--- config.mk ---
export PLATFORM = sky130hd
export DESIGN_NAME = response_line_classifier_top
export DESIGN_NICKNAME = d
export VERILOG_FILES = /design/src/rtl/rlc_pkg.sv /design/src/rtl/rlc_front.sv /design/src/rtl/rlc_queue.sv /design/src/rtl/rlc_back.sv /design/src/rtl/response_line_classifier_top.sv
export SDC_FILE = /design/constraint.sdc
export NUM_CORES = 1
export LEC_CHECK = 0
export ABC_CLOCK_PERIOD_IN_PS = 12000
export BUFFER_PORTS_ARGS = -buffer_cell sky130_fd_sc_hd__clkbuf_2
export CORE_MARGIN = 2
export CORE_UTILIZATION = 40
export CTS_BUF_LIST = sky130_fd_sc_hd__clkbuf_4
export CTS_CLUSTER_DIAMETER = 40
export DETAILED_ROUTE_END_ITERATION = 7
export GPL_ROUTABILITY_DRIVEN = 1
export PLACE_DENSITY = 0.58
export SLEW_MARGIN = 20
export SYNTH_ARGS = -nofsm -noshare
export SYNTH_HDL_FRONTEND = slang
export SYNTH_SLANG_ARGS = --single-unit
--- constraint.sdc ---
create_clock -name clk -period 12 [get_ports clk]
set_clock_uncertainty 0.05 [all_clocks]
set_input_delay 0 -clock clk [delete_from_list [all_inputs] [get_ports clk]]
set_output_delay 0 -clock clk [all_outputs]
set_load 0.05 [all_outputs]
--- src/rtl/rlc_pkg.sv ---
// ----------------------------------------------------------------------------
// rlc_pkg: shared types, codes and per-character functions
// Holds the line state record, the queue beat and result formats, the fixed
// keyword tables and the functions that advance and classify a line.
// ----------------------------------------------------------------------------
package rlc_pkg;

  // Character codes
  localparam logic [7:0] CH_LF   = 8'h0A;
  localparam logic [7:0] CH_CR   = 8'h0D;
  localparam logic [7:0] CH_SP   = 8'h20;
  localparam logic [7:0] CH_TAB  = 8'h09;
  localparam logic [7:0] CH_VT   = 8'h0B;
  localparam logic [7:0] CH_FF   = 8'h0C;
  localparam logic [7:0] CH_ZERO = 8'h30;
  localparam logic [7:0] CH_NINE = 8'h39;

  // Line phases
  localparam logic [1:0] PH_SEQ   = 2'd0;
  localparam logic [1:0] PH_GAP   = 2'd1;
  localparam logic [1:0] PH_BODY  = 2'd2;
  localparam logic [1:0] PH_EVENT = 2'd3;

  // Prefix flag bits; the event-miss flag shares bit 0 while in the first token
  localparam int F_EVMISS = 0;
  localparam int F_OK     = 0;
  localparam int F_OKSP   = 1;
  localparam int F_ERR    = 2;
  localparam int F_ERRSP  = 3;

  // Line kinds
  localparam logic [1:0] KIND_EVENT = 2'd0;
  localparam logic [1:0] KIND_UNSOL = 2'd1;
  localparam logic [1:0] KIND_RESP  = 2'd2;
  localparam logic [1:0] KIND_MALF  = 2'd3;

  // Malformed reasons
  localparam logic [1:0] MR_NONE    = 2'd0;
  localparam logic [1:0] MR_BAD_SEQ = 2'd1;
  localparam logic [1:0] MR_BAD_ERR = 2'd2;
  localparam logic [1:0] MR_NO_VERB = 2'd3;

  localparam logic [3:0] POS_MAX = 4'd15;

  // Keyword tables, first character in the top byte
  localparam logic [39:0] EVENT_WORD = "event";
  localparam logic [87:0] ERR_WORD [8] = '{
    {"bad_arg", 32'h0}, {"bad_cmd", 32'h0}, {"busy", 56'h0},
    {"not_", "ready", 16'h0}, {"timeout", 32'h0}, {"safety", 40'h0},
    {"io", 72'h0}, "unsupported"
  };
  localparam logic [3:0] ERR_LEN [8] = '{
    4'd7, 4'd7, 4'd4, 4'd9, 4'd7, 4'd6, 4'd2, 4'd11
  };

  // One beat between front and back: a character, the end of a line, or both
  typedef struct packed {
    logic       eol;
    logic       has_char;
    logic [7:0] ch;
  } q_entry_t;

  typedef struct packed {
    logic [1:0]  phase;
    logic [3:0]  pos;
    logic [13:0] seq_val;
    logic        seq_ok;
    logic [7:0]  err_mask;
    logic [3:0]  flags;
    logic        payload_seen;
  } line_state_t;

  typedef struct packed {
    logic [1:0]  kind;
    logic        has_seq;
    logic [13:0] seq_num;
    logic        resp_kind;
    logic [2:0]  err_code;
    logic        has_payload;
    logic [1:0]  mal_reason;
  } line_class_t;

  localparam line_state_t LINE_RESET = '{
    phase: PH_SEQ, pos: 4'd0, seq_val: 14'd0, seq_ok: 1'b1,
    err_mask: 8'hFF, flags: 4'd0, payload_seen: 1'b0
  };

  function automatic logic [3:0] pos_inc(input logic [3:0] p);
    return (p == POS_MAX) ? p : p + 4'd1;
  endfunction

  // Advance the state by one character of the text after the gap
  function automatic line_state_t body_char(input line_state_t s, input logic [7:0] c);
    line_state_t n;
    logic [3:0]  idx;
    logic [3:0]  idx_c;
    logic [7:0]  wc;
    n     = s;
    idx   = s.pos - 4'd4;
    idx_c = (idx > 4'd10) ? 4'd10 : idx;
    case (s.pos)
      4'd0: begin
        n.flags = {1'b0, (c == "e"), 1'b0, (c == "o")};
      end
      4'd1: begin
        if (c != "k") n.flags[F_OK] = 1'b0;
        if (c != "r") n.flags[F_ERR] = 1'b0;
      end
      4'd2: begin
        if (n.flags[F_OK] && c == CH_SP) n.flags[F_OKSP] = 1'b1;
        if (c != "r") n.flags[F_ERR] = 1'b0;
      end
      4'd3: begin
        if (n.flags[F_ERR] && c == CH_SP) n.flags[F_ERRSP] = 1'b1;
      end
      default: begin
      end
    endcase
    if (s.pos >= 4'd3 && n.flags[F_OKSP]) n.payload_seen = 1'b1;
    // Knock out error words that no longer match
    if (s.pos >= 4'd4 && n.flags[F_ERRSP]) begin
      for (int w = 0; w < 8; w++) begin
        wc = ERR_WORD[w][8 * (10 - int'(idx_c)) +: 8];
        if (idx >= ERR_LEN[w] || wc != c) n.err_mask[w] = 1'b0;
      end
    end
    n.pos = pos_inc(s.pos);
    return n;
  endfunction

  // Advance the line state by one character
  function automatic line_state_t take_char(input line_state_t s, input logic [7:0] c);
    line_state_t n;
    logic [3:0]  p_c;
    n   = s;
    p_c = (s.pos > 4'd4) ? 4'd4 : s.pos;
    case (s.phase)
      PH_SEQ: begin
        if (c == CH_SP || c == CH_TAB) begin
          if (!s.flags[F_EVMISS] && s.pos == 4'd5 && c == CH_SP) begin
            n.phase = PH_EVENT;
          end else begin
            if (s.pos != 4'd4) n.seq_ok = 1'b0;
            n.phase = PH_GAP;
          end
          n.pos   = 4'd0;
          n.flags = 4'd0;
        end else begin
          if (s.pos >= 4'd5 || EVENT_WORD[8 * (4 - int'(p_c)) +: 8] != c)
            n.flags[F_EVMISS] = 1'b1;
          if (s.pos < 4'd4 && c >= CH_ZERO && c <= CH_NINE)
            n.seq_val = (s.seq_val << 3) + (s.seq_val << 1) + {6'd0, c - CH_ZERO};
          else
            n.seq_ok = 1'b0;
          n.pos = pos_inc(s.pos);
        end
      end
      PH_GAP: begin
        if (!(c == CH_SP || c == CH_TAB || c == CH_VT || c == CH_FF || c == CH_CR)) begin
          n.phase = PH_BODY;
          n.pos   = 4'd0;
          n       = body_char(n, c);
        end
      end
      PH_BODY: begin
        n = body_char(s, c);
      end
      default: begin
      end
    endcase
    return n;
  endfunction

  // Classify a finished line
  function automatic line_class_t classify(input line_state_t s);
    line_class_t r;
    logic [3:0]  f;
    logic [3:0]  n;
    logic        found;
    logic [2:0]  found_w;
    r       = '{kind: KIND_UNSOL, has_seq: 1'b0, seq_num: 14'd0, resp_kind: 1'b0,
                err_code: 3'd0, has_payload: 1'b0, mal_reason: MR_NONE};
    f       = s.flags;
    n       = s.pos;
    found   = 1'b0;
    found_w = 3'd0;
    for (int w = 0; w < 8; w++) begin
      if (s.err_mask[w] && n >= 4'd4 && ERR_LEN[w] == n - 4'd4) begin
        found   = 1'b1;
        found_w = 3'(w);
      end
    end
    if (s.phase == PH_SEQ) begin
      r.kind = (!f[F_EVMISS] && n == 4'd5) ? KIND_EVENT : KIND_UNSOL;
    end else if (s.phase == PH_EVENT) begin
      r.kind = KIND_EVENT;
    end else if (!s.seq_ok) begin
      if ((f[F_OK] && n >= 4'd2) || (f[F_ERR] && n >= 4'd3)) begin
        r.kind       = KIND_MALF;
        r.mal_reason = MR_BAD_SEQ;
      end
    end else begin
      r.has_seq = 1'b1;
      r.seq_num = s.seq_val;
      if (f[F_OK] && n == 4'd2) begin
        r.kind = KIND_RESP;
      end else if (f[F_OKSP]) begin
        r.kind        = KIND_RESP;
        r.has_payload = s.payload_seen;
      end else if (f[F_ERRSP]) begin
        if (found) begin
          r.kind      = KIND_RESP;
          r.resp_kind = 1'b1;
          r.err_code  = found_w;
        end else begin
          r.kind       = KIND_MALF;
          r.mal_reason = MR_BAD_ERR;
        end
      end else begin
        r.kind       = KIND_MALF;
        r.mal_reason = MR_NO_VERB;
      end
    end
    return r;
  endfunction

endpackage

--- src/rtl/rlc_front.sv ---
// ----------------------------------------------------------------------------
// rlc_front: byte intake
// Holds each byte back by one beat so that a carriage return directly before
// a newline can be dropped, and folds the end of line into the last beat.
// ----------------------------------------------------------------------------
module rlc_front
  import rlc_pkg::*;
(
  input  logic       clk,
  input  logic       rst,
  input  logic       byte_valid,
  output logic       byte_stall,
  input  logic [7:0] line_byte,
  input  logic       q_full,
  output logic       q_push,
  output q_entry_t   q_data
);

  logic       pending;
  logic [7:0] pending_byte;
  logic       accept;
  logic       is_lf;

  assign byte_stall = q_full;
  assign accept     = byte_valid && !q_full;
  assign is_lf      = (line_byte == CH_LF);

  // Push the held byte, or the bare end of line, when an accepted byte follows a held one or is a newline
  assign q_push = accept && (is_lf || pending);

  always_comb begin
    q_data.eol      = is_lf;
    q_data.has_char = pending && !(is_lf && pending_byte == CH_CR);
    q_data.ch       = pending_byte;
  end

  // Hold the newest byte until the next one shows what follows it
  always_ff @(posedge clk) begin
    if (rst) begin
      pending <= 1'b0;
    end else if (accept) begin
      pending <= !is_lf;
    end
  end

  always_ff @(posedge clk) begin
    if (accept) begin
      pending_byte <= line_byte;
    end
  end

endmodule

--- src/rtl/rlc_queue.sv ---
// ----------------------------------------------------------------------------
// rlc_queue: two-beat queue between intake and classifier
// Lets the intake keep taking bytes while the classifier waits on its output.
// ----------------------------------------------------------------------------
module rlc_queue
  import rlc_pkg::*;
(
  input  logic     clk,
  input  logic     rst,
  input  logic     push,
  input  q_entry_t push_data,
  output logic     full,
  input  logic     pop,
  output logic     valid,
  output q_entry_t data
);

  q_entry_t   slot [2];
  logic       wr_ptr;
  logic       rd_ptr;
  logic [1:0] count;

  assign full  = (count == 2'd2);
  assign valid = (count != 2'd0);
  assign data  = slot[rd_ptr];

  // Advance pointers and occupancy
  always_ff @(posedge clk) begin
    if (rst) begin
      wr_ptr <= 1'b0;
      rd_ptr <= 1'b0;
      count  <= 2'd0;
    end else begin
      if (push) wr_ptr <= !wr_ptr;
      if (pop) rd_ptr <= !rd_ptr;
      case ({push, pop})
        2'b10:   count <= count + 2'd1;
        2'b01:   count <= count - 2'd1;
        default: count <= count;
      endcase
    end
  end

  // Store the incoming beat
  always_ff @(posedge clk) begin
    if (push) begin
      slot[wr_ptr] <= push_data;
    end
  end

endmodule

--- src/rtl/rlc_back.sv ---
// ----------------------------------------------------------------------------
// rlc_back: line classifier
// Runs the per-line state one character a beat and, at end of line, loads
// the classification into the output register.
// ----------------------------------------------------------------------------
module rlc_back
  import rlc_pkg::*;
(
  input  logic        clk,
  input  logic        rst,
  input  logic        q_valid,
  input  q_entry_t    q_data,
  output logic        q_pop,
  output logic        class_valid,
  input  logic        class_stall,
  output line_class_t class_data
);

  line_state_t state;
  line_state_t after_char;
  line_state_t state_next;
  line_class_t result;

  // Take a beat unless it ends a line and the output register is still held
  assign q_pop = q_valid && (!q_data.eol || !class_valid || !class_stall);

  always_comb begin
    after_char = q_data.has_char ? take_char(state, q_data.ch) : state;
    result     = classify(after_char);
    state_next = q_data.eol ? LINE_RESET : after_char;
  end

  always_ff @(posedge clk) begin
    if (rst) begin
      state <= LINE_RESET;
    end else if (q_pop) begin
      state <= state_next;
    end
  end

  // Output register: load at end of line, drop once taken
  always_ff @(posedge clk) begin
    if (rst) begin
      class_valid <= 1'b0;
    end else if (q_pop && q_data.eol) begin
      class_valid <= 1'b1;
    end else if (!class_stall) begin
      class_valid <= 1'b0;
    end
  end

  always_ff @(posedge clk) begin
    if (q_pop && q_data.eol) begin
      class_data <= result;
    end
  end

endmodule

--- src/rtl/response_line_classifier_top.sv ---
// ----------------------------------------------------------------------------
// response_line_classifier_top: reply line classifier
// Channel   | Signals                         | Beat
// ----------+---------------------------------+------------------------------
// byte in   | byte_valid, byte_stall          | line_byte
// class out | class_valid, class_stall        | line_kind .. malformed_reason
//
// One byte is taken every cycle while the two-beat queue has room.
// After its newline is taken, a classification passes through the queue and
// is loaded into the output register, which holds it while class_stall is high;
// the queue keeps taking bytes until it fills.
// Reset (rst, synchronous) empties the queue, clears the held byte and
// returns the line state to the start of a line.
// ----------------------------------------------------------------------------
module response_line_classifier_top
  import rlc_pkg::*;
(
  input  logic        clk,
  input  logic        rst,
  input  logic        byte_valid,
  output logic        byte_stall,
  input  logic [7:0]  line_byte,
  output logic        class_valid,
  input  logic        class_stall,
  output logic [1:0]  line_kind,
  output logic        has_sequence,
  output logic [13:0] sequence_number,
  output logic        response_kind,
  output logic [2:0]  error_code,
  output logic        has_payload,
  output logic [1:0]  malformed_reason
);

  logic        q_push;
  logic        q_full;
  logic        q_pop;
  logic        q_valid;
  q_entry_t    q_in;
  q_entry_t    q_out;
  line_class_t class_data;

  rlc_front u_front (
    .clk        (clk),
    .rst        (rst),
    .byte_valid (byte_valid),
    .byte_stall (byte_stall),
    .line_byte  (line_byte),
    .q_full     (q_full),
    .q_push     (q_push),
    .q_data     (q_in)
  );

  rlc_queue u_queue (
    .clk       (clk),
    .rst       (rst),
    .push      (q_push),
    .push_data (q_in),
    .full      (q_full),
    .pop       (q_pop),
    .valid     (q_valid),
    .data      (q_out)
  );

  rlc_back u_back (
    .clk         (clk),
    .rst         (rst),
    .q_valid     (q_valid),
    .q_data      (q_out),
    .q_pop       (q_pop),
    .class_valid (class_valid),
    .class_stall (class_stall),
    .class_data  (class_data)
  );

  assign line_kind        = class_data.kind;
  assign has_sequence     = class_data.has_seq;
  assign sequence_number  = class_data.seq_num;
  assign response_kind    = class_data.resp_kind;
  assign error_code       = class_data.err_code;
  assign has_payload      = class_data.has_payload;
  assign malformed_reason = class_data.mal_reason;

endmodule

==> flow_summary.json, run 1 <==
{
  "layout_worst_path_cycle_share_pct": 53.1,
  "total_power_mw": 1.11,
  "global_route.usage.total_pct": 23.5,
  "rsz0062_at_grt": "false",
  "p_comb_share_pct": 46.2,
  "tritoncts": "done",
  "timing.setup.critical_path_class": "reg -> reg",
  "synth_enable_flop_cells": 52,
  "nets": 974,
  "maxSlewViolCount": 0,
  "regToRegStartpoint": "u_back.state[30]$_SDFFE_PP0P_",
  "grt_pass1_wl_mm": 36.9,
  "via_count": 7159,
  "wirelength_mm": 23.5,
  "netlist_instances": 897,
  "p_sw_share_pct": 45.4,
  "effective_utilization_at_floorplan_pct": 40.7,
  "p_per_area_nw_per_um2": 135,
  "synthArstFlopShare_pct": 0,
  "clk_latency_ns": 0.49,
  "synth.top_cells.by_area": "sky130_fd_sc_hd__edfxtp_1 21%, sky130_fd_sc_hd__dfxtp_1 11%, sky130_fd_sc_hd__ha_1 5.9%",
  "timing_hold_violations_final": 0,
  "cp-end-kind": "register",
  "cell_internal_pwr_mw": 0.605,
  "n_antenna_cell": 0,
  "grt_pass1_vias": 6763,
  "final.min_clock_period_ns": 6.38,
  "synth.top_cell.area_share_pct": 20.6,
  "seq_power_share_pct": 36.7,
  "wl_per_cell_um": 20.3,
  "fp.dieW_um": 142,
  "maxClockFrequency_mhz": 157,
  "worstRegToRegCells": 17,
  "post_dp_cell_area_um2": 7930,
  "core_area_um2": 18600,
  "synth_seq_area_share_pct": 31.4,
  "post_synth.cell_area_avg_um2": 8.47,
  "layout.area.seq_um2": 2380,
  "placed_cells_incl_taps": 1133,
  "static-leakage-power_nw": 2.97,
  "cts.clk_slew.worst_paths_ns": 0.17,
  "max_slew_margin_pct": 23.4,
  "critical_path_required_ns": 12.19,
  "area_delta_synth_final_pct": 7.83,
  "report.final.setup_viol": 0,
  "grt_remaining_overflow": 0,
  "maxcap_violations": 0,
  "cts_inserted_buffers": 9,
  "worst_setup_path_startpoint": "u_back.state[30]$_SDFFE_PP0P_",
  "synth-warning-count": 0,
  "timing.hold.worst.class": "in -> reg",
  "synth_flop_type": "sky130_fd_sc_hd__edfxtp_1",
  "syn_nets": 951,
  "switching_power_mw": 0.502,
  "setup.worst_path.start_class": "register",
  "antenna_found_initial": 0,
  "fp.dieArea_um2": 20100,
  "ant_nets": 0,
  "finish.instance_area_um2": 8190,
  "h-tree-depth": 3,
  "clock-sinks": 93,
  "mappedNetlistArea_um2": 7590,
  "ctsLongestPathBuffers": 2,
  "place.detailed.hpwl_mm": 17.0,
  "wp_data_arrival_ns": 6.56,
  "tightestPinTransition_ns": 1.14,
  "synth_seq_cells": 93,
  "final_util_pct": 43.9,
  "hold_path_startpoint": "rst",
  "drc": 0,
  "die_span_in_y_um": 142,
  "routed_via_density": 6.18,
  "finish.cell_count_without_fillers": 1159,
  "hold_path_depth": 2,
  "total_i_o_pin_count": 38,
  "ctsRootBufferMaster": "sky130_fd_sc_hd__clkbuf_4",
  "synth.distinct_cells": 96,
  "worst_ir_drop_vdd_uv": 163,
  "num_rows": 50,
  "numPortBuffers": 37,
  "detailedRoute.firstPassIterationCount": 5,
  "drt_iter0_markers": 712,
  "fin_tns_setup_ns": 0,
  "outcome": "finished clean",
  "post_cts_resized": 0,
  "multi_input_area_um2": 4850,
  "drive_gt1_share_pct": 11.8,
  "path_max_fanout": 27,
  "largest_net_degree_at_the_start_of_global_routing": 34,
  "synthDominantAreaCellType": "sky130_fd_sc_hd__edfxtp_1",
  "fillCellCount": 1857,
  "place_congestion": 0.933,
  "clkPwrFrac_pct": 17.1
}
==> state kept, by name (all words and copies together), names as in the netlist, named ones only <==
signal and count:
u_back.class_data 24, u_back.class_valid 1, u_back.state 34, u_front.pending 1, u_front.pending_byte 8, u_queue.count 2
u_queue.rd_ptr 1, u_queue.slot 20, u_queue.wr_ptr 1
==> power groups by stage <==
stage | logic [mW] | clock network (mW) | registers (mW)
after floorplan | 0.305 | 0 | 0.477
after global routing | 0.555 | 0.202 | 0.412
after detailed placement | 0.503 | 0 | 0.414
after CTS | 0.508 | 0.194 | 0.407
after global placement | 0.502 | 0 | 0.414
final | 0.511 | 0.189 | 0.406
==> per-layer routing <==
metal  vias to the layer above  GRT usage [%]  share of wire, %
li1                       3384              -                 -
met1                      3377           32.2                43
met2                       344           36.5                45
met3                        54           5.33               9.2
met4                         0           8.58               2.9
met5                         -              0                 0
==> path summary, 6_finish.rpt <==
check	to	slack [ns]
hold reg to reg	u_back.state[27]$_SDFFE_PP0P_	0.42
setup / recovery	u_back.class_data[1]$_SDFFCE_PP0P_	5.62
hold / removal	u_back.state[25]$_SDFFE_PP0P_	0.15
setup reg to reg	u_back.class_data[1]$_SDFFCE_PP0P_	5.62
==> cell usage in the layout (no fill, tap or decap), types with 7 or more instances in the layout <==
cell,synthesis,final
sky130_fd_sc_hd__and2_1,8,8
sky130_fd_sc_hd__nor3_1,33,33
sky130_fd_sc_hd__or2_2,7,7
sky130_fd_sc_hd__a32oi_1,7,7
sky130_fd_sc_hd__o31ai_1,8,8
sky130_fd_sc_hd__o211ai_1,9,9
sky130_fd_sc_hd__o22ai_1,13,13
sky130_fd_sc_hd__or3_1,7,7
sky130_fd_sc_hd__nand2b_1,14,14
sky130_fd_sc_hd__a31oi_1,16,16
sky130_fd_sc_hd__nor2b_1,11,11
sky130_fd_sc_hd__ha_1,36,36
sky130_fd_sc_hd__mux2_2,9,9
sky130_fd_sc_hd__buf_4,2,8
sky130_fd_sc_hd__inv_1,39,39
sky130_fd_sc_hd__clkbuf_2,0,37
sky130_fd_sc_hd__edfxtp_1,52,52
sky130_fd_sc_hd__a22oi_1,21,21
sky130_fd_sc_hd__o21ai_0,44,43
sky130_fd_sc_hd__nand3_1,23,23
sky130_fd_sc_hd__nand2_1,89,89
sky130_fd_sc_hd__nor4_1,7,7
sky130_fd_sc_hd__dlygate4sd3_1,0,10
sky130_fd_sc_hd__xnor2_1,45,45
sky130_fd_sc_hd__a21oi_1,50,50
sky130_fd_sc_hd__nor2_1,91,91
sky130_fd_sc_hd__mux2i_1,12,12
sky130_fd_sc_hd__a21o_1,7,7
sky130_fd_sc_hd__o21a_1,7,7
sky130_fd_sc_hd__nand4_1,12,12
sky130_fd_sc_hd__dfxtp_1,41,41
sky130_fd_sc_hd__clkbuf_4,0,9
==> layout make-up <==
type / instances / area share, %
clock inverter: 7 / 1.08
tap: 234 / 3.58
multi-input combinational: 717 / 59.2
clock buffer: 9 / 0.825
inverter: 44 / 2.02
timing repair buffer: 55 / 4.22
sequential: 93 / 29.1
==> cell families (layout without fill, tap and decap cells) <==
kind of cell / after synthesis / in the layout / share of synthesized area, %
AO/OA/AOI/OAI: 260 / 260 / 24.0
XOR/XNOR: 52 / 52 / 6.10
adder cells (fa/ha/maj): 42 / 42 / 7.51
buffers and inverters: 87 / 115 / 4.81
flip-flops: 93 / 93 / 31.4
multiplexers: 26 / 26 / 4.18
AND/OR/NAND/NOR: 337 / 337 / 22.0
==> metrics by stage <==
stage,hold slack (ns),worst slack (ns)
2_1_floorplan,0.0489,7.08
3_3_place_gp,0.141,5.84
3_5_place_dp,0.140,5.76
4_1_cts,0.121,5.75
5_1_grt,0.171,5.07
6_report,0.148,5.62
==> cell usage after synthesis, types with 9 or more instances <==
| cell type | count |
|---|---|
| sky130_fd_sc_hd__edfxtp_1 | 52 |
| sky130_fd_sc_hd__ha_1 | 36 |
| sky130_fd_sc_hd__nand3_1 | 23 |
| sky130_fd_sc_hd__nand2b_1 | 14 |
| sky130_fd_sc_hd__dfxtp_1 | 41 |
| sky130_fd_sc_hd__a22oi_1 | 21 |
| sky130_fd_sc_hd__xnor2_1 | 45 |
| sky130_fd_sc_hd__a31oi_1 | 16 |
| sky130_fd_sc_hd__mux2i_1 | 12 |
| sky130_fd_sc_hd__nor2_1 | 91 |
| sky130_fd_sc_hd__o21ai_0 | 44 |
| sky130_fd_sc_hd__inv_1 | 39 |
| sky130_fd_sc_hd__mux2_2 | 9 |
| sky130_fd_sc_hd__clkbuf_1 | 27 |
| sky130_fd_sc_hd__o211ai_1 | 9 |
| sky130_fd_sc_hd__nor2b_1 | 11 |
| sky130_fd_sc_hd__nor3_1 | 33 |
| sky130_fd_sc_hd__o22ai_1 | 13 |
| sky130_fd_sc_hd__nand4_1 | 12 |
| sky130_fd_sc_hd__a21oi_1 | 50 |
| sky130_fd_sc_hd__nand2_1 | 89 |
==> critical path, stage by stage, from the launching register on <==
cell,delay (ns)
sky130_fd_sc_hd__dfxtp_1,1.02
sky130_fd_sc_hd__inv_1,0.29
sky130_fd_sc_hd__ha_1,0.30
sky130_fd_sc_hd__nor2b_1,0.28
sky130_fd_sc_hd__nand2_1,0.34
sky130_fd_sc_hd__inv_1,0.22
sky130_fd_sc_hd__ha_1,0.65
sky130_fd_sc_hd__inv_1,0.30
sky130_fd_sc_hd__xnor2_1,0.52
sky130_fd_sc_hd__nor3_1,0.21
sky130_fd_sc_hd__a311o_1,0.37
sky130_fd_sc_hd__a21oi_1,0.15
sky130_fd_sc_hd__o22ai_1,0.12
sky130_fd_sc_hd__nor4_1,0.28
sky130_fd_sc_hd__a32oi_1,0.22
sky130_fd_sc_hd__o311ai_1,0.49
sky130_fd_sc_hd__o21ai_2,0.16
sky130_fd_sc_hd__nor2b_1,0.17
==> timing repair <==
action	in CTS	in global routing
endpoints found under the hold margin	20	0
buffers inserted	0	0
hold buffers	10	0
No activity file was read; power rests on OpenSTA's default activity.
==> run 2: changes to the inputs <==
--- a/config.mk
+++ b/config.mk
@@ -5,7 +5,7 @@
 export SDC_FILE = /design/constraint.sdc
 export NUM_CORES = 1
 export LEC_CHECK = 0
-export ABC_CLOCK_PERIOD_IN_PS = 12000
+export ABC_CLOCK_PERIOD_IN_PS = 5220
 export BUFFER_PORTS_ARGS = -buffer_cell sky130_fd_sc_hd__clkbuf_2
 export CORE_MARGIN = 2
 export CORE_UTILIZATION = 40
@@ -13,7 +13,7 @@
 export CTS_CLUSTER_DIAMETER = 40
 export DETAILED_ROUTE_END_ITERATION = 7
 export GPL_ROUTABILITY_DRIVEN = 1
-export PLACE_DENSITY = 0.58
+export PLACE_DENSITY = 0.6
 export SLEW_MARGIN = 20
 export SYNTH_ARGS = -nofsm -noshare
 export SYNTH_HDL_FRONTEND = slang
==> constraint.sdc (replaced) <==
create_clock -name clk -period 5.22 [get_ports clk]
set_clock_uncertainty 0.05 [all_clocks]
set_input_delay 0 -clock clk [delete_from_list [all_inputs] [get_ports clk]]
set_output_delay 0 -clock clk [all_outputs]
set_load 0.05 [all_outputs]
==> run 2 against run 1 <==
Net effect:
- final cell count up 1.9%
- highest routed layer unchanged
- non-clock buffer count grew 21
- register-to-register slack got worse by 5.2 ns
- critical endpoint is now u_back.class_data[22]$_DFFE_PP_
- largest cell class unchanged
==> flow_summary.json, run 2 (synthesis results as in run 1) <==
{
  "outcome": "finished clean",
  "mostFrequentLayoutCells": "91 x sky130_fd_sc_hd__nor2_1, 89 x sky130_fd_sc_hd__nand2_1, 52 x sky130_fd_sc_hd__edfxtp_1, 50 x sky130_fd_sc_hd__a21oi_1, 45 x sky130_fd_sc_hd__xnor2_1",
  "largest_reg_flops": 34,
  "worst_path_max_delay_cell": "sky130_fd_sc_hd__mux4_2",
  "ctsRootBufferMaster": "sky130_fd_sc_hd__clkbuf_4",
  "total_i_o_pin_count": 38,
  "maxcap_violations": 0,
  "numPortBuffers": 37,
  "worstPathCellList": "buf_4 -> ha_1 -> nand2_1 -> nand2_1 -> inv_1 -> ha_1 -> nand3_1 -> mux2_2 -> nor2_1 -> mux4_2 -> a32oi_1 -> nor3_1 -> a31o_1 -> o21ai_2 -> o211ai_2 -> or4_1 -> o2111ai_1",
  "fillCellCount": 1856,
  "max_flop_register": "u_back.state",
  "final_util_pct": 44.9,
  "area_delta_synth_final_pct": 10.1,
  "fp.dieArea_um2": 20100,
  "cts_inserted_buffers": 9,
  "layout_worst_path_cycle_share_pct": 91.8,
  "timing.critical_path.depth": 17,
  "detailedRoute.firstPassIterationCount": 6,
  "cts.clk_slew.worst_paths_ns": 0.16,
  "place_congestion": 0.983,
  "maxClockFrequency_mhz": 209,
  "mostFrequentLayoutCell": "sky130_fd_sc_hd__nor2_1",
  "hold_path_depth": 2,
  "static-leakage-power_nw": 3.07,
  "report.final.setup_viol": 0,
  "drc": 0,
  "wp_data_arrival_ns": 5.07,
  "core_area_um2": 18600,
  "max_slew_margin_pct": 32.9,
  "route.met3.wl_mm": 1.82,
  "global_route.usage.total_pct": 23.6,
  "clock-sinks": 93,
  "place.detailed.hpwl_mm": 17.3,
  "h-tree-depth": 3,
  "biggestRegsByFlops": "u_back.state (34), u_back.class_data (24), u_queue.slot (20)",
  "ant_nets": 0,
  "max_stage_delay_ns": 0.58,
  "wl_per_cell_um": 19.7,
  "grt_pass1_vias": 6729,
  "pre_cts_ws_ns": 0.561,
  "fin_tns_setup_ns": 0,
  "rsz0062_at_grt": "false",
  "drt_iter0_markers": 771,
  "timing_hold_violations_final": 0,
  "worstRegToRegCells": 17,
  "cp-end-kind": "register",
  "effective_utilization_at_floorplan_pct": 40.7,
  "final_critical_path_setup_slack_ns": 0.429,
  "die_span_in_y_um": 142,
  "topRoutingLayerUsed": "met4",
  "maxSlewViolCount": 0,
  "path_max_fanout": 26,
  "post_dp_cell_area_um2": 8100,
  "antenna_found_initial": 1,
  "finish.cell_count_without_fillers": 1181,
  "largest_net_degree_at_the_start_of_global_routing": 34,
  "critical_path_required_ns": 5.50,
  "grt_pass1_wl_mm": 37.1,
  "placed_cells_incl_taps": 1155,
  "ctsLongestPathBuffers": 2,
  "tightestPinTransition_ns": 0.998,
  "timing.setup.critical_path_class": "reg -> reg",
  "finish.instance_area_um2": 8360,
  "worst_ir_drop_vdd_uv": 410,
  "cp_top_family": "simple AND/OR/NAND/NOR gates",
  "met2WireLength_mm": 10.7,
  "length_of_routed_wiring_on_met1_mm": 10.0,
  "grt_remaining_overflow": 0,
  "nets": 995,
  "final.min_clock_period_ns": 4.79,
  "clk_latency_ns": 0.48,
  "num_rows": 50,
  "setup.worst_path.start_class": "register",
  "post_cts_resized": 0,
  "wirelength_mm": 23.3,
  "tritoncts": "done",
  "timing.hold.worst.class": "in -> reg",
  "routed_via_density": 6.12,
  "via_count": 7222,
  "p_per_area_nw_per_um2": 309,
  "critical_path.n_buffers_inverters": 2,
  "fp.dieW_um": 142,
  "drive_gt1_share_pct": 13.8
}
run 2: path summary, 6_finish.rpt:
check	from	endpoint	slack [ns]
setup / recovery	u_back.state[30]$_SDFFE_PP0P_	u_back.class_data[22]$_DFFE_PP_	0.43
hold / removal	byte_valid	u_front.pending_byte[0]$_DFFE_PP_	0.03
setup reg to reg	u_back.state[30]$_SDFFE_PP0P_	u_back.class_data[22]$_DFFE_PP_	0.43
hold reg to reg	u_back.state[27]$_SDFFE_PP0P_	u_back.state[27]$_SDFFE_PP0P_	0.42
run 2: worst reg2reg max path, cell delays in order, from the launching register on:
cell and delay (ns):
sky130_fd_sc_hd__dfxtp_1 0.36, sky130_fd_sc_hd__buf_4 0.30, sky130_fd_sc_hd__ha_1 0.23, sky130_fd_sc_hd__nand2_1 0.11, sky130_fd_sc_hd__nand2_1 0.12, sky130_fd_sc_hd__inv_1 0.11
sky130_fd_sc_hd__ha_1 0.49, sky130_fd_sc_hd__nand3_1 0.11, sky130_fd_sc_hd__mux2_2 0.31, sky130_fd_sc_hd__nor2_1 0.41, sky130_fd_sc_hd__mux4_2 0.58, sky130_fd_sc_hd__a32oi_1 0.34
sky130_fd_sc_hd__nor3_1 0.08, sky130_fd_sc_hd__a31o_1 0.20, sky130_fd_sc_hd__o21ai_2 0.15, sky130_fd_sc_hd__o211ai_2 0.14, sky130_fd_sc_hd__or4_1 0.43, sky130_fd_sc_hd__o2111ai_1 0.12
run 2: timing repair:
item	4_1_cts	5_1_grt
hold buffers	9	0
hold endpoints to repair	12	0
setup buffers	0	0
run 2: power by group:
group          leakage (nW)  internal, mW  switching [mW]  total (mW)
Sequential            0.823         0.887          0.0568       0.944
Combinational          2.16         0.358           0.806        1.16
Clock                0.0851         0.201           0.271       0.472
run 2: cell type report:
type	instances	area [um^2]	area share, %
Sequential cell	93	2380	28.5
Clock buffer	9	67.6	0.808
Inverter	44	165	1.98
Timing Repair Buffer	76	500	5.99
Clock inverter	7	104	1.24
Multi-Input combinational cell	717	4850	58.0
Tap cell	234	293	3.50
Antenna cell	1	2.50	0.0299
run 2: stage by stage:
step / hold slack [ns] / power (mW)
after global placement: 0.141 / 2.11
after global routing: 0.0359 / 2.73
after floorplan: 0.0489 / 1.80
after detailed placement: 0.141 / 2.10
final: 0.0277 / 2.58
after CTS: 0.00311 / 2.58
run 2: per-layer routing:
metal / track usage, % / vias to the layer above
li1: - / 3427
met1: 32.3 / 3393
met2: 37.7 / 349
met3: 3.37 / 53
met4: 9.37 / 0
met5: 0 / -
